===== src/rtl/core/mfrag_pkg.sv =====
// ============================================================================
// mfrag_pkg - shared constants for the message fragmenter
// Frame geometry defaults and the fixed header and tail sizes.
// ============================================================================
package mfrag_pkg;

    // Default frame size in bytes and message length width
    localparam int FRAME_BYTES_DEF = 32;
    localparam int LENGTH_BITS_DEF = 16;

    // Header: four bytes of frame count plus one first-frame length byte
    localparam int HEAD_BYTES    = 5;
    localparam int HEAD_IDX_BITS = $clog2(HEAD_BYTES);

    // Length byte at the start of the last frame of a multi-frame message
    localparam int TAIL_BYTES = 1;

    // Input beat action codes
    localparam logic ACT_START = 1'b0;
    localparam logic ACT_DATA  = 1'b1;

endpackage


===== src/rtl/core/message_fragmenter.sv =====
// ============================================================================
// message_fragmenter - cuts messages into fixed-size radio frames
// Header generation, payload pass-through, last-frame length byte, padding.
// ============================================================================
//
// A start beat (action 0) opens a message of message_length bytes: the
// block emits a 5-byte header (frame count as four bytes, MSB first, then
// the first frame's payload count), and payload beats (action 1) then pass
// through one to one. Middle frames carry FRAME_BYTES raw bytes, the last
// frame of a multi-frame message starts with its own length byte, and every
// frame is zero-padded to FRAME_BYTES bytes. A start while a message is open
// pads the open frame and drops the rest of the old message; payload beats
// with no open message are swallowed without output. One output beat leaves
// per cycle while the output is not stalled. A payload beat inside a frame
// causes one output beat, a payload beat that closes a frame also causes its
// padding and length byte, a start beat causes 5 header bytes plus the
// padding of an open frame plus any padding of an empty first frame (up
// to about 2*FRAME_BYTES bytes), and a swallowed payload beat causes none.
// The sequencer fills the single output register at one beat per cycle,
// unless the output stalls. The frame count is computed when the start
// beat is accepted, by one constant-reciprocal multiply into the item
// register. The next input beat is accepted in the same cycle as the last
// output beat of the current one, and also while an earlier result waits
// on a stalled output.
//
module message_fragmenter
    import mfrag_pkg::*;
#(
    parameter int FRAME_BYTES = FRAME_BYTES_DEF,
    parameter int LENGTH_BITS = LENGTH_BITS_DEF
) (
    input  logic        i_clk,
    input  logic        i_rst_n,
    // input channel
    input  logic        i_valid,
    output logic        o_stall,
    input  logic        i_action,
    input  logic [15:0] i_message_length,
    input  logic [7:0]  i_payload_byte,
    // output channel
    output logic        o_valid,
    input  logic        i_stall,
    output logic [7:0]  o_frame_byte,
    output logic        o_frame_end,
    output logic        o_run_end
);

    // ------------------------------------------------------------------------
    // Derived widths
    // ------------------------------------------------------------------------
    localparam int LB        = LENGTH_BITS;
    localparam int FB        = FRAME_BYTES;
    localparam int POS_BITS  = $clog2(FB);          // position 0 .. FB-1
    localparam int FPL_BITS  = $clog2(FB + 1);      // payload left 0 .. FB
    // ceil((len + HEAD + TAIL) / FB) = floor((len + HEAD + TAIL + FB - 1) / FB)
    localparam int ROUND_ADD = HEAD_BYTES + TAIL_BYTES + FB - 1;
    localparam int MAX_FRAMES = ((1 << LB) - 1 + ROUND_ADD) / FB;
    localparam int FRM_BITS  = $clog2(MAX_FRAMES + 1);
    // dividend width, and the reciprocal that makes x*RECIP >> (XB+L2) exact
    localparam int XB        = LB + 1;
    localparam int L2        = $clog2(FB);
    localparam longint unsigned RECIP_FULL =
        ((64'd1 << (XB + L2)) + longint'(FB) - 1) / longint'(FB);
    localparam logic [XB:0] RECIP = RECIP_FULL[XB:0];

    // ------------------------------------------------------------------------
    // Sequencer phases of the item in the item register
    // ------------------------------------------------------------------------
    typedef enum logic [1:0] {
        PH_PAD,     // start beat: pad the open frame, then header byte 0
        PH_HEAD,    // start beat: remaining header bytes
        PH_PAY,     // payload beat: its own byte
        PH_SETTLE   // padding and last-frame length byte
    } t_phase;

    // ------------------------------------------------------------------------
    // Registers
    // ------------------------------------------------------------------------
    // item register
    logic                     r_item_valid;
    logic [LB-1:0]            r_item_len;
    logic [7:0]               r_item_byte;
    logic [FRM_BITS-1:0]      r_item_frames;
    logic                     r_item_single;
    t_phase                   r_phase;
    logic [HEAD_IDX_BITS-1:0] r_head_idx;
    // message state
    logic                     r_open;
    logic [LB-1:0]            r_bytes_left;
    logic [FRM_BITS-1:0]      r_frames_left;
    logic [POS_BITS-1:0]      r_pos;
    logic [FPL_BITS-1:0]      r_fpl;
    // output register
    logic                     r_out_valid;
    logic [7:0]               r_out_byte;
    logic                     r_out_frame_end;
    logic                     r_out_run_end;

    // ------------------------------------------------------------------------
    // Frame count at accept: one multiply into the item register
    // ------------------------------------------------------------------------
    logic [31:0]         len_ext;
    logic [LB-1:0]       in_len;
    logic [XB-1:0]       div_x;
    logic [2*XB:0]       div_prod;
    logic [FRM_BITS-1:0] in_quot;
    logic                in_single;

    always_comb begin
        len_ext   = {16'h0000, i_message_length};
        in_len    = len_ext[LB-1:0];
        div_x     = XB'(in_len) + XB'(ROUND_ADD);
        div_prod  = (2*XB+1)'(div_x) * (2*XB+1)'(RECIP);
        in_quot   = div_prod[XB+L2 +: FRM_BITS];
        in_single = (in_len <= LB'(FB - HEAD_BYTES));
    end

    // ------------------------------------------------------------------------
    // One output beat per step
    // ------------------------------------------------------------------------
    logic                     advance;
    logic                     frame_end_now;
    logic [POS_BITS-1:0]      pos_next;
    logic                     pad_old;
    logic [HEAD_IDX_BITS-1:0] cur_idx;
    logic [31:0]              frames32;
    logic [31:0]              hdr_shift;
    logic [7:0]               hdr_byte;

    logic                     beat_valid;
    logic [7:0]               beat_byte;
    logic                     beat_last;
    logic                     item_drop;
    logic                     do_settle;
    logic                     need_more;

    logic                     raw_open;
    logic [LB-1:0]            raw_bl;
    logic [FRM_BITS-1:0]      raw_fl;
    logic [FPL_BITS-1:0]      raw_fpl;
    logic [POS_BITS-1:0]      raw_pos;
    t_phase                   n_phase;
    logic [HEAD_IDX_BITS-1:0] n_head_idx;

    logic                     item_done;
    logic                     step;
    logic                     in_accept;

    assign advance       = !r_out_valid || !i_stall;
    assign frame_end_now = (r_pos == POS_BITS'(FB - 1));
    assign pos_next      = frame_end_now ? '0 : r_pos + 1'b1;

    // header byte: frame count MSB first, then first-frame payload count
    always_comb begin
        pad_old   = r_open && (r_pos != '0);
        cur_idx   = (r_phase == PH_PAD) ? '0 : r_head_idx;
        frames32  = {{(32 - FRM_BITS){1'b0}}, r_item_frames};
        hdr_shift = frames32 >> {2'd3 - cur_idx[1:0], 3'b000};
        if (cur_idx == HEAD_IDX_BITS'(HEAD_BYTES - 1)) begin
            hdr_byte = r_item_single ? r_item_len[7:0] : 8'(FB - HEAD_BYTES);
        end else begin
            hdr_byte = hdr_shift[7:0];
        end
    end

    always_comb begin
        beat_valid = 1'b0;
        beat_byte  = 8'h00;
        beat_last  = 1'b0;
        item_drop  = 1'b0;
        do_settle  = 1'b0;
        need_more  = 1'b0;
        raw_open   = r_open;
        raw_bl     = r_bytes_left;
        raw_fl     = r_frames_left;
        raw_fpl    = r_fpl;
        raw_pos    = r_pos;
        n_phase    = r_phase;
        n_head_idx = r_head_idx;

        if (r_item_valid) begin
            unique case (r_phase)
                PH_PAD, PH_HEAD: begin
                    beat_valid = 1'b1;
                    if (r_phase == PH_PAD && pad_old) begin
                        beat_byte = 8'h00;
                    end else begin
                        beat_byte = hdr_byte;
                        if (cur_idx == HEAD_IDX_BITS'(HEAD_BYTES - 1)) begin
                            // header done: the new message opens
                            raw_open  = 1'b1;
                            raw_bl    = r_item_len;
                            raw_fl    = r_item_frames - 1'b1;
                            raw_fpl   = r_item_single ? r_item_len[FPL_BITS-1:0]
                                                      : FPL_BITS'(FB - HEAD_BYTES);
                            do_settle = 1'b1;
                        end else begin
                            n_phase    = PH_HEAD;
                            n_head_idx = cur_idx + 1'b1;
                        end
                    end
                end
                PH_PAY: begin
                    if (!r_open) begin
                        item_drop = 1'b1;
                    end else begin
                        beat_valid = 1'b1;
                        beat_byte  = r_item_byte;
                        raw_bl     = r_bytes_left - 1'b1;
                        raw_fpl    = r_fpl - 1'b1;
                        do_settle  = 1'b1;
                    end
                end
                PH_SETTLE: begin
                    beat_valid = 1'b1;
                    do_settle  = 1'b1;
                    if (r_pos != '0) begin
                        beat_byte = 8'h00;
                    end else begin
                        // last frame: its length byte
                        beat_byte = r_bytes_left[7:0];
                        raw_fl    = '0;
                        raw_fpl   = r_bytes_left[FPL_BITS-1:0];
                    end
                end
                default: begin
                    item_drop = 1'b1;
                end
            endcase
        end

        if (beat_valid) begin
            raw_pos = pos_next;
        end

        // settle: more beats follow only for padding or the length byte;
        // closing and opening a middle frame take no beat
        if (do_settle) begin
            need_more = raw_open && (raw_fpl == '0) &&
                        ((raw_pos != '0) || (raw_fl == FRM_BITS'(1)));
            if (need_more) begin
                n_phase = PH_SETTLE;
            end else begin
                beat_last = 1'b1;
                if (raw_open && (raw_fpl == '0)) begin
                    if (raw_fl == '0) begin
                        raw_open = 1'b0;
                        raw_bl   = '0;
                    end else begin
                        raw_fl  = raw_fl - 1'b1;
                        raw_fpl = FPL_BITS'(FB);
                    end
                end
            end
        end
    end

    assign item_done = item_drop || (advance && beat_last);
    assign step      = r_item_valid && (item_drop || advance);
    assign o_stall   = r_item_valid && !item_done;
    assign in_accept = i_valid && !o_stall;

    // ------------------------------------------------------------------------
    // State and registered outputs
    // ------------------------------------------------------------------------
    always_ff @(posedge i_clk) begin
        if (!i_rst_n) begin
            r_item_valid  <= 1'b0;
            r_phase       <= PH_PAD;
            r_head_idx    <= '0;
            r_open        <= 1'b0;
            r_bytes_left  <= '0;
            r_frames_left <= '0;
            r_pos         <= '0;
            r_fpl         <= '0;
            r_out_valid   <= 1'b0;
        end else begin
            if (step) begin
                r_open        <= raw_open;
                r_bytes_left  <= raw_bl;
                r_frames_left <= raw_fl;
                r_pos         <= raw_pos;
                r_fpl         <= raw_fpl;
            end

            // a new beat loads the sequencer; otherwise it follows the step
            if (in_accept) begin
                r_item_valid  <= 1'b1;
                r_item_len    <= in_len;
                r_item_byte   <= i_payload_byte;
                r_item_frames <= in_single ? FRM_BITS'(1) : in_quot;
                r_item_single <= in_single;
                r_phase       <= (i_action == ACT_DATA) ? PH_PAY : PH_PAD;
                r_head_idx    <= '0;
            end else begin
                if (item_done) begin
                    r_item_valid <= 1'b0;
                end
                if (step) begin
                    r_phase    <= n_phase;
                    r_head_idx <= n_head_idx;
                end
            end

            if (advance) begin
                r_out_valid     <= r_item_valid && beat_valid;
                r_out_byte      <= beat_byte;
                r_out_frame_end <= frame_end_now;
                r_out_run_end   <= beat_last;
            end
        end
    end

    assign o_valid      = r_out_valid;
    assign o_frame_byte = r_out_byte;
    assign o_frame_end  = r_out_frame_end;
    assign o_run_end    = r_out_run_end;

    // ------------------------------------------------------------------------
    // Assertions
    // ------------------------------------------------------------------------
`ifndef SYNTHESIS
    // an open message always has payload due in its current frame between items
    a_open_has_payload : assert property (@(posedge i_clk) disable iff (!i_rst_n)
        (!r_item_valid && r_open) |-> (r_fpl != '0))
        else $error("open message with no payload due");

    // with no message open the frame position rests at a frame boundary
    a_closed_at_boundary : assert property (@(posedge i_clk) disable iff (!i_rst_n)
        (!r_item_valid && !r_open) |-> (r_pos == '0))
        else $error("closed message left mid-frame");

    // the beat that closes a message is the final byte of a frame
    a_close_on_frame_end : assert property (@(posedge i_clk) disable iff (!i_rst_n)
        (o_valid && o_run_end && !r_open) |-> o_frame_end)
        else $error("message closed without finishing its frame");

    // the item register is only released on its last beat or a drop
    a_release_on_done : assert property (@(posedge i_clk) disable iff (!i_rst_n)
        (r_item_valid && !o_stall) |-> (item_drop || (beat_last && advance)))
        else $error("item released before its last beat");
`endif

endmodule


===== config.mk =====
export PLATFORM = sky130hd
export DESIGN_NAME = message_fragmenter
export DESIGN_NICKNAME = d
export VERILOG_FILES = /design/src/rtl/core/mfrag_pkg.sv /design/src/rtl/core/message_fragmenter.sv
export SDC_FILE = /design/constraint.sdc
export NUM_CORES = 1
export LEC_CHECK = 0
export BUFFER_PORTS_ARGS = -buffer_cell sky130_fd_sc_hd__buf_2
export CORE_MARGIN = 5
export CORE_UTILIZATION = 65
export CTS_CLUSTER_DIAMETER = 50
export DETAILED_ROUTE_END_ITERATION = 10
export HOLD_SLACK_MARGIN = 0.12
export PLACE_DENSITY_LB_ADDON = 0.12
export REMOVE_ABC_BUFFERS = 1
export SLEW_MARGIN = 20
export SYNTH_ARGS = -nofsm -noshare
export SYNTH_HDL_FRONTEND = slang
export SYNTH_SLANG_ARGS = --single-unit
export TNS_END_PERCENT = 1

===== constraint.sdc =====
create_clock -name i_clk -period 10.8 [get_ports i_clk]
set_input_delay 1.08 -clock i_clk [delete_from_list [all_inputs] [get_ports i_clk]]
set_output_delay 1.08 -clock i_clk [all_outputs]
set_load 0.005 [all_outputs]

* After elaboration in Yosys (flattened, before gate mapping) *
Index checks and enable logic that the tools add are counted.

storage, ports and cells
  register bits = 94
  bits of input ports = 29

operators by class
  add/subtract/negate cells = 8
  $lt $le $gt $ge = 1
  equality and inequality tests = 6
  shifts and indexed selects = 1
  muxes and demuxes = 69
  bitwise gates (word level) = 3
  reduce and logical (&&, ||, !) cells = 30

operators by type and width
  kind                                                             number
  2-to-1 mux 16 bit                                                8
  2-to-1 mux 12 bit                                                8
  2-to-1 mux 6 bit                                                 10
  2-to-1 mux 8 bit                                                 5
  case mux 16 bit (2 select lines)                                 1
  case mux 12 bit (2 select lines)                                 1
  case mux 8 bit (3 select lines)                                  1
  subtractor 12 x 1 -> 12 bit, second input constant               2
  2-to-1 mux 1 bit                                                 20
  2-to-1 mux 2 bit                                                 9
  case mux 6 bit (3 select lines)                                  1
  adder 16 x 6 -> 17 bit, second input constant                    1
  less-or-equal comparator 16 x 5 -> 1 bit, second input constant  1
  subtractor 16 x 1 -> 16 bit, second input constant               1
  == test 12 x 1 -> 1 bit, second input constant                   1
  zero test 12 bit                                                 1
  >> shifter 12 x 5 -> 8 bit                                       1
  2-to-1 mux 5 bit                                                 2
  nonzero test 5 bit                                               2
  logical AND 1 bit                                                9
  zero test 6 bit                                                  1
  subtractor 6 x 1 -> 6 bit, second input constant                 1
  adder 5 x 1 -> 5 bit, second input constant                      1
  == test 5 bit, second input constant                             1
  other kinds (17)                                                 29

* Depth between registers and ports, before layout *
Gate-level depths: netlist (run 1).

  word-level depth = 19
  mapped depth = 17

* Worst setup path before layout (run 1) *
OpenSTA, ideal clock, no wires.

  path type = register to register
  start = register r_phase[0]
  end = register r_item_byte[0] (enable)
  library setup time = 0.389 ns
  arrival time = 4.028 ns
  data required time = 10.411 ns
  path slack = 6.383 ns
  stages on the path, launching flop included = 17
  cells stage by stage = dfxtp_1 -> buf_2 -> clkbuf_1 -> or2_2 -> nand2_1 -> ha_1 -> and4b_1 -> buf_2 -> a22oi_1 -> clkbuf_1 -> a21oi_1 -> ha_1 -> nand3_1 -> o21ai_0 -> nor2b_2 -> o21ai_2 -> and3_1

between the ends
  word-level cells in the longest chain between the ends = 19

ends and longest elaborated chain
  what                                                                                 line                                                                             source
  start, declared                                                                      message_fragmenter.sv:85                                                         t_phase r_phase;
  start signal, assigned                                                               message_fragmenter.sv:293                                                        r_phase <= (i_action == ACT_DATA) ? PH_PAY : PH_PAD;
  start signal, assigned                                                               message_fragmenter.sv:300                                                        r_phase <= n_phase;
  zero test 2 bit                                                                      message_fragmenter.sv:156, message_fragmenter.sv:182, message_fragmenter.sv:185
  2-to-1 mux 3 bit                                                                     message_fragmenter.sv:156                                                        cur_idx = (r_phase == PH_PAD) ? '0 : r_head_idx;
  == test 3 bit                                                                        message_fragmenter.sv:189                                                        if (cur_idx == HEAD_IDX_BITS'(HEAD_BYTES - 1)) begin
  2-to-1 mux 12 bit or 2-to-1 mux 6 bit (tied branches)                                message_fragmenter.sv:189
  2-to-1 mux 12 bit or 2-to-1 mux 6 bit (tied branches)                                message_fragmenter.sv:185                                                        if (r_phase == PH_PAD && pad_old) begin
  case mux 12 bit (2 select lines) or case mux 6 bit (3 select lines) (tied branches)  message_fragmenter.sv:182                                                        unique case (r_phase)
  2-to-1 mux 12 bit or 2-to-1 mux 6 bit (tied branches)                                message_fragmenter.sv:181                                                        if (r_item_valid) begin
  == test 12 x 1 -> 1 bit or zero test 6 bit (tied branches)                           message_fragmenter.sv:240, message_fragmenter.sv:239
  [... 3 more ...]                                                                     -
  2-to-1 mux 1 bit                                                                     message_fragmenter.sv:238                                                        if (do_settle) begin
  logical AND 1 bit                                                                    message_fragmenter.sv:258                                                        assign item_done = item_drop || (advance && beat_last);
  logical OR 1 bit *                                                                   message_fragmenter.sv:258
  zero test 1 bit *                                                                    message_fragmenter.sv:260                                                        assign o_stall = r_item_valid && !item_done;
  logical AND 1 bit *                                                                  message_fragmenter.sv:260
  zero test 1 bit *                                                                    message_fragmenter.sv:261                                                        assign in_accept = i_valid && !o_stall;
  logical AND 1 bit *                                                                  message_fragmenter.sv:261
  AND reduction 2 bit (no source line) *                                               -
  end signal, assigned                                                                 message_fragmenter.sv:290                                                        r_item_byte <= i_payload_byte;
  end, declared                                                                        message_fragmenter.sv:82                                                         logic [7:0] r_item_byte;

Every way passes the cells marked *; elsewhere a longest branch is shown, timed or not.
A chain may end at the register's enable or synchronous reset.

* Worst setup path in the final report (run 1) *
  start = register r_phase[1]
  end = output o_stall

between the ends
  word-level cells in the longest chain between the ends = 16

ends and longest elaborated chain
  what                                                                                 line                                                                             source
  zero test 2 bit                                                                      message_fragmenter.sv:156, message_fragmenter.sv:182, message_fragmenter.sv:185
  2-to-1 mux 3 bit                                                                     message_fragmenter.sv:156
  == test 3 bit                                                                        message_fragmenter.sv:189
  2-to-1 mux 12 bit or 2-to-1 mux 6 bit (tied branches)                                message_fragmenter.sv:189
  2-to-1 mux 12 bit or 2-to-1 mux 6 bit (tied branches)                                message_fragmenter.sv:185
  case mux 12 bit (2 select lines) or case mux 6 bit (3 select lines) (tied branches)  message_fragmenter.sv:182
  2-to-1 mux 12 bit or 2-to-1 mux 6 bit (tied branches)                                message_fragmenter.sv:181
  == test 12 x 1 -> 1 bit or zero test 6 bit (tied branches)                           message_fragmenter.sv:240, message_fragmenter.sv:239
  logical OR 1 bit or logical AND 1 bit (tied branches)                                message_fragmenter.sv:240, message_fragmenter.sv:239
  logical AND 1 bit                                                                    message_fragmenter.sv:239                                                        need_more = raw_open && (raw_fpl == '0) &&
  2-to-1 mux 1 bit                                                                     message_fragmenter.sv:241                                                        if (need_more) begin
  2-to-1 mux 1 bit                                                                     message_fragmenter.sv:238
  logical AND 1 bit                                                                    message_fragmenter.sv:258
  logical OR 1 bit *                                                                   message_fragmenter.sv:258
  zero test 1 bit *                                                                    message_fragmenter.sv:260
  logical AND 1 bit *                                                                  message_fragmenter.sv:260
  end, declared                                                                        message_fragmenter.sv:36                                                         output logic o_stall,

Marked as above.

==> metrics.csv, run 1 <==
stage;metric;value;unit
clock_network;cts.clk_slew.worst_paths;0.09;ns
floorplanning;start_util;66.8;%
yosys;synthFlopType;edfxtp_1;
clock_network;htree_levels;3;
floorplanning;coreArea;0.00729;mm²
global_routing;track_usage;29.7;%
setup_path;cpMostUsedCell;o21ai_0;
setup_path;start_kind;flip-flop;
yosys;synth_top_area_share;24.0;%
power_and_ir_drop;leakagePower;1.92;nW
power_and_ir_drop;power_density;119;mW/mm²
clock_network;postCtsSetupRepairBufs;0;
clock_network;numClockSinks;78;
drt;drtIter0Drc;496;
setup_path;slowest_stage;a22oi_1;
setup_path;r2r_start;r_phase[1]$_SDFFE_PN0P_;
drt;wl_per_cell;20.4;µm
drt;ant_nets;0;
setup_path;ff2ff_path_depth;13;
clock_network;cts_buffers;9;
sta;fin_crit;5.96;ns
floorplanning;rows;31;
floorplanning;ios;41;
clock_network;root_buffer;clkbuf_8;
clock_network;cts_tree;done;
yosys;synth-seq-cells;78;
global_routing;grt_pass1_vias;4509;
final_layout;stdcell_count;693;
yosys;ys_warn_count;0;
final_layout;antennaDiodeCount;0;
global_routing;overflow;0;
final_layout;final_cell_mix;nand2_1, nor2_1, buf_2;
floorplanning;die_w;96.6;µm
yosys;ys_seq_area_share;40.0;%
sta;fin_setup_tns;0;ns
drt;via_per_inst;6.83;
sta;skew;0.0133;ns
power_and_ir_drop;ir_drop;0.100;mV
final_layout;final_nets;629;
place;place_ws;5.39;ns
setup_path;r2r_setup_slack;5.58;ns
drt;first_pass_iters;6;
floorplanning;fp.dieArea;0.00933;mm²
setup_path;crit_buf_inv;2;
global_routing;grt_start_max_net_pins;30;
sta;min_period_over_period;55.2;%
yosys;yosys.area.top_type;edfxtp_1;
yosys;synth_cells;567;
clock_network;clk_latency;0.37;ns
setup_path;cp.depth;13;
yosys;synth_area;0.00487;mm²
hold_path;hold_class;flip-flop to flip-flop;
global_routing;antenna_found_initial;0;
setup_path;critPathKind;flip-flop to output port;
place;dp.cells;677;
sta;relSlewSlack;26.7;%
yosys;synth_area_leaders;edfxtp_1, dfxtp_1, nand2_1, a21oi_1, nor2_1;
place;dpl.hpwl;10100;µm
setup_path;critPathMaxFanout;23;
place;globalplace.congestion;0.968;
sta;worst_pin_slew;1.10;ns
setup_path;worstPathRequired;9.72;ns
flow_run;cap_violations;0;
place;port-buffer-count;40;
drt;routed_wl;14100;µm
clock_network;clock_path_buffers;2;
run_status;outcome;finished, final reports clean;
setup_path;worstPathCellList;or2_2 -> nand2_1 -> ha_1 -> and4b_1 -> a22oi_1 -> o21ai_0 -> and3_1 -> nand4_2 -> o21ai_0 -> nor2b_2 -> o21ai_2 -> inv_1 -> buf_2;
yosys;syn_avg_cell_area;8.60;µm²
setup_path;timing.rr.end;r_item_byte[7]$_DFFE_PP_;
hold_path;min_to;r_frames_left[1]$_SDFFE_PN0P_;
clock_network;cts_resized;0;
final_layout;area_growth;8.11;%
final_layout;drive_gt1_share;13.6;%
yosys;synth.distinct_cells;75;
global_routing;grt_pass1_wl;22700;µm
hold_path;hold_depth;2;
final_layout;layout_commonest_cell;nand2_1;
clock_network;hold_buffers;0;
setup_path;critPathTopFamily;compound AO/OA/AOI/OAI gates;
setup_path;endpoint_kind;output port;
sta;max_freq;168;MHz
floorplanning;fp.dieH;96.6;µm
setup_path;arrival;4.88;ns
yosys;synth_edf_count;39;
final_layout;fill_cells;602;
drt;remaining_drc_errors;0;
hold_path;min-delay-start;r_frames_left[1]$_SDFFE_PN0P_;
sta;setup_ws;4.84;ns
setup_path;slowest_delay;0.96;ns
sta;hold_viol_final;0;
yosys;async_flop_share;0;%
sta;rsz0062_at_grt;no;
sta;drv_slew;0;
drt;vias;4734;
sta;finalSetupViolations;0;
## through the flow
stage / hold slack, ns / instance area, µm² / utilization, % / power [W]
floorplan: 0.425 / 4740 / - / 0.000391
global placement: 0.441 / 5090 / 69.8 / 0.000422
detailed placement: 0.444 / 5090 / 69.8 / 0.000425
CTS: 0.457 / 5270 / 72.3 / 0.000628
global route: 0.472 / 5270 / 72.3 / 0.000654
finish: 0.454 / 5270 / 72.3 / 0.000629
## where the power goes
| part | internal [W] | total, W | switching [W] | leakage [nW] |
|---|---|---|---|---|
| combinational | 0.0000298 | 0.0000825 | 0.0000528 | 1.15 |
| clock | 0.0000858 | 0.000208 | 0.000122 | 0.0866 |
| sequential | 0.000323 | 0.000339 | 0.0000156 | 0.687 |
## synthesized netlist by cell type (4+ instances only)
cell and instances:
a211o_1 4, a211oi_1 9, a21oi_1 36, a221oi_1 5
a22oi_1 11, a31oi_1 11, and2_1 6, and3_1 12
and4_1 5, buf_1 4, buf_2 8, clkbuf_1 20
dfxtp_1 39, edfxtp_1 39, ha_1 11, inv_1 23
mux2i_1 4, nand2_1 64, nand2b_1 8, nand3_1 22
nand4_1 7, nor2_1 46, nor3_1 16, nor3b_1 5
nor4_1 9, o21ai_0 30, or2_2 7, or3_1 12
xnor2_1 11, xor2_1 11
## state kept, by name (all words and copies together), names as in the netlist, 3 cells and up
name / count
r_item_len: 8
r_fpl: 6
r_head_idx: 3
r_item_byte: 8
r_frames_left: 12
r_pos: 5
r_bytes_left: 8
r_item_frames: 12
o_frame_byte: 8
## cells by family after synthesis
kind of cell             after synthesis  share of synthesized area [%]
buffers and inverters                 56                           4.52
adder cells (fa/ha/maj)               11                           2.82
AND/OR/NAND/NOR                      237                           25.3
XOR/XNOR                              22                           3.95
multiplexers                           7                           1.51
AO/OA/AOI/OAI                        156                           21.8
flip-flops                            78                           40.0
## worst reg2reg max path, stage by stage (launching register included)
cell	delay (ns)
dfxtp_1	0.79
or2_2	0.28
nand2_1	0.08
ha_1	0.29
and4b_1	0.44
a22oi_1	0.96
o21ai_0	0.30
and3_1	0.32
nand4_2	0.18
o21ai_0	0.10
nor2b_2	0.22
o21ai_2	0.35
and3_1	0.20
buf_4	0.36
## metal layers
| layer | share of wire, % | GRT usage, % | up-vias |
|---|---|---|---|
| met3 | 10 | 8.56 | 62 |
| li1 | - | - | 2167 |
| met1 | 40 | 37.9 | 2189 |
| met4 | 3.9 | 13.6 | 0 |
| met2 | 46 | 46.4 | 316 |
| met5 | 0 | 0 | - |
## final cells by class
class	count	area [µm²]	area share, %
multi-input cells	433	2700	51.3
inverters	24	90.1	1.71
repair buffers	43	223	4.23
clock inverters	7	55.1	1.04
well taps	99	124	2.35
flip-flops and latches	78	1950	37.0
clock buffers	9	124	2.35
## how the worst max path moves through the flow
stage / end / from
after global placement: o_stall / r_phase[1]$_SDFFE_PN0P_
after global routing: o_stall / r_phase[1]$_SDFFE_PN0P_
after detailed placement: o_stall / r_phase[1]$_SDFFE_PN0P_
after CTS: o_stall / r_phase[1]$_SDFFE_PN0P_
final: o_stall / r_phase[1]$_SDFFE_PN0P_
after floorplan: r_item_byte[0]$_DFFE_PP_ / r_phase[1]$_SDFFE_PN0P_
(Power assumes the default switching activity.)
==> run 2, diff against run 1 <==
- CORE_UTILIZATION: 65 -> 60
- clock period: 10.8 -> 6.1 ns (I/O delays scaled with it)
==> metrics.csv, run 2 (synthesis results as in run 1) <==
stage;metric;value;unit;change
run_status;outcome;finished, final reports clean;;unchanged
place;dp.cells;680;;was 677
setup_path;endpoint_kind;output port;;unchanged
setup_path;ff2ff_path_depth;15;;was 13
floorplanning;die_w;100;µm;was 96.6 µm
drt;remaining_drc_errors;0;;unchanged
sta;worst_pin_slew;1.07;ns;was 1.10 ns
hold_path;hold_class;input port to flip-flop;;was flip-flop to flip-flop
power_and_ir_drop;clkPwrFrac;32.5;%;was 33.0%
hold_path;hold_depth;1;;was 2
setup_path;worstPathCellList;or2_2 -> nand2_1 -> ha_1 -> and4b_1 -> a221oi_1 -> o21ai_0 -> a2111oi_0 -> nand4_1 -> nor2b_2 -> o21ai_2 -> inv_1 -> buf_2;;was or2_2 -> nand2_1 -> ha_1 -> and4b_1 -> a22oi_1 -> o21ai_0 -> and3_1 -> nand4_2 -> o21ai_0 -> nor2b_2 -> o21ai_2 -> inv_1 -> buf_2
power_and_ir_drop;leakagePower;1.93;nW;was 1.92 nW
setup_path;worstPathRequired;5.49;ns;was 9.72 ns
floorplanning;coreArea;0.00781;mm²;was 0.00729 mm²
floorplanning;fp.dieH;100;µm;was 96.6 µm
final_layout;stdcell_count;697;;was 693
power_and_ir_drop;internal-power;0.000776;W;was 0.000439 W
sta;drv_slew;0;;unchanged
final_layout;design_area;0.00528;mm²;was 0.00527 mm²
final_layout;antennaDiodeCount;0;;unchanged
clock_network;cts_tree;done;;unchanged
global_routing;antenna_found_initial;0;;unchanged
setup_path;start_kind;flip-flop;;unchanged
sta;finalSetupViolations;0;;unchanged
final_layout;fill_cells;666;;was 602
sta;max_freq;187;MHz;
drt;first_pass_iters;5;;was 6
clock_network;numClockSinks;78;;unchanged
clock_network;clock_path_buffers;2;;unchanged
setup_path;critPathMaxFanout;23;;unchanged
final_layout;final_cell_mix;nand2_1, nor2_1, buf_2;;unchanged
drt;via_per_inst;6.70;;was 6.83
sta;fin_setup_tns;0;ns;unchanged
power_and_ir_drop;seq_power_share;54.5;%;was 53.9%
power_and_ir_drop;p_sw;0.000326;W;was 0.000190 W
final_layout;area_growth;8.21;%;was 8.11%
power_and_ir_drop;ir_drop;0.138;mV;was 0.100 mV
setup_path;critPathKind;flip-flop to output port;;unchanged
final_layout;drive_gt1_share;13.6;%;about the same
drt;wl_per_cell;20.0;µm;was 20.4 µm
power_and_ir_drop;power_switching_share;29.6;%;was 30.3%
clock_network;cts_resized;0;;unchanged
sta;rsz0062_at_grt;no;;unchanged
setup_path;arrival;4.74;ns;was 4.88 ns
setup_path;r2r_setup_slack;1.12;ns;was 5.58 ns
power_and_ir_drop;combPwrFrac;13.1;%;about the same
global_routing;use_met2;44.5;%;was 46.4%
global_routing;track_usage;28.7;%;was 29.7%
global_routing;busiest_layer;met2;;unchanged
clock_network;cts_buffers;9;;unchanged
place;dpl.hpwl;10100;µm;about the same
floorplanning;fp.dieArea;0.0100;mm²;was 0.00933 mm²
power_and_ir_drop;power_density;209;mW/mm²;was 119 mW/mm²
sta;min_period_over_period;87.7;%;
sta;fin_crit;5.35;ns;
hold_path;min-delay-start;i_payload_byte[6];;was r_frames_left[1]$_SDFFE_PN0P_
global_routing;overflow;0;;unchanged
hold_path;min_to;r_item_byte[6]$_DFFE_PP_;;was r_frames_left[1]$_SDFFE_PN0P_
drt;vias;4667;;was 4734
global_routing;grt_pass1_vias;4501;;was 4509
sta;relSlewSlack;28.7;%;was 26.7%
setup_path;r2r_start;r_phase[1]$_SDFFE_PN0P_;;unchanged
final_layout;reg_top3;r_frames_left: 12 flops, r_item_frames: 12 flops;;unchanged
setup_path;slowest_delay;0.76;ns;was 0.96 ns
place;port-buffer-count;40;;unchanged
global_routing;grtUsageMet1;38.1;%;was 37.9%
clock_network;postCtsSetupRepairBufs;0;;unchanged
setup_path;slowest_stage;dfxtp_1;;was a22oi_1
floorplanning;rows;32;;was 31
floorplanning;start_util;62.4;%;was 66.8%
global_routing;grt_start_max_net_pins;30;;unchanged
drt;ant_nets;0;;unchanged
clock_network;clk_latency;0.36;ns;was 0.37 ns
place;globalplace.congestion;0.998;;was 0.968
global_routing;grt_pass1_wl;22900;µm;was 22700 µm
sta;hold_viol_final;0;;unchanged
place;placed_cell_area;0.00509;mm²;about the same
clock_network;root_buffer;clkbuf_8;;unchanged
floorplanning;ios;41;;unchanged
drt;drtIter0Drc;409;;was 496
setup_path;timing.rr.end;r_item_frames[10]$_SDFFCE_PP0P_;;was r_item_byte[7]$_DFFE_PP_
clock_network;cts.clk_slew.worst_paths;0.09;ns;about the same
sta;skew;0.0131;ns;was 0.0133 ns
final_layout;layout_commonest_cell;nand2_1;;unchanged
flow_run;cap_violations;0;;unchanged
clock_network;htree_levels;3;;unchanged
drt;routed_wl;13900;µm;was 14100 µm
clock_network;hold_buffers;0;;unchanged
final_layout;final_nets;630;;was 629
global_routing;use_met3;5.70;%;was 8.56%
==> run 2: power by group through the flow <==
stage               Sequential, W  Clock [W]  Combinational, W
floorplan                0.000602          0         0.0000908
global placement         0.000609          0          0.000137
detailed placement       0.000610          0          0.000141
CTS                      0.000599   0.000360          0.000142
global route             0.000603   0.000387          0.000158
finish                   0.000600   0.000358          0.000144
==> run 2: per-stage QoR <==
| step | power [W] | setup WS [ns] | util (%) | hold WS, ns |
|---|---|---|---|---|
| 2_1_floorplan | 0.000693 | 1.57 | - | 0.425 |
| 3_3_place_gp | 0.000747 | 1.27 | 65.3 | 0.437 |
| 3_5_place_dp | 0.000752 | 1.11 | 65.3 | 0.445 |
| 4_1_cts | 0.00110 | 0.796 | 67.5 | 0.414 |
| 5_1_grt | 0.00115 | 0.342 | 67.6 | 0.404 |
| 6_report | 0.00110 | 0.748 | 67.6 | 0.422 |
==> run 2: layer usage <==
| layer | share of wire [%] | up-vias |
|---|---|---|
| li1 | - | 2166 |
| met1 | 42 | 2192 |
| met2 | 46 | 253 |
| met3 | 8.3 | 56 |
| met4 | 4.3 | 0 |
| met5 | 0 | - |
==> run 2: critical path: cells and delay by family (launching register included) <==
family	cells	cell delay [ns]
AND/OR/NAND/NOR	5	1.83
AO/OA/AOI/OAI	4	1.33
flip-flops	1	0.76
adder cells (fa/ha/maj)	1	0.28
buffers and inverters	2	0.17
==> run 2: worst max-delay path by stage <==
| stage | from | endpoint | slack (ns) | depth (start not counted) |
|---|---|---|---|---|
| after floorplan | r_phase[1]$_SDFFE_PN0P_ | r_item_byte[0]$_DFFE_PP_ | 1.57 | 12 |
| after global placement | r_phase[1]$_SDFFE_PN0P_ | r_item_len[0]$_DFFE_PP_ | 1.27 | 13 |
| after detailed placement | r_phase[1]$_SDFFE_PN0P_ | r_item_frames[3]$_SDFFCE_PP0P_ | 1.11 | 13 |
| after CTS | r_phase[1]$_SDFFE_PN0P_ | o_stall | 0.80 | 14 |
| after global routing | r_phase[1]$_SDFFE_PN0P_ | o_stall | 0.34 | 12 |
| final | r_phase[1]$_SDFFE_PN0P_ | o_stall | 0.75 | 12 |
==> run 2: area by class of cell <==
type	instances	area [µm²]	area share, %
multi-input cells	433	2700	51.2
clock buffers	10	128	2.42
well taps	102	128	2.42
flip-flops and latches	78	1950	37.0
repair buffers	44	230	4.36
inverters	24	90.1	1.71
clock inverters	6	45.0	0.854
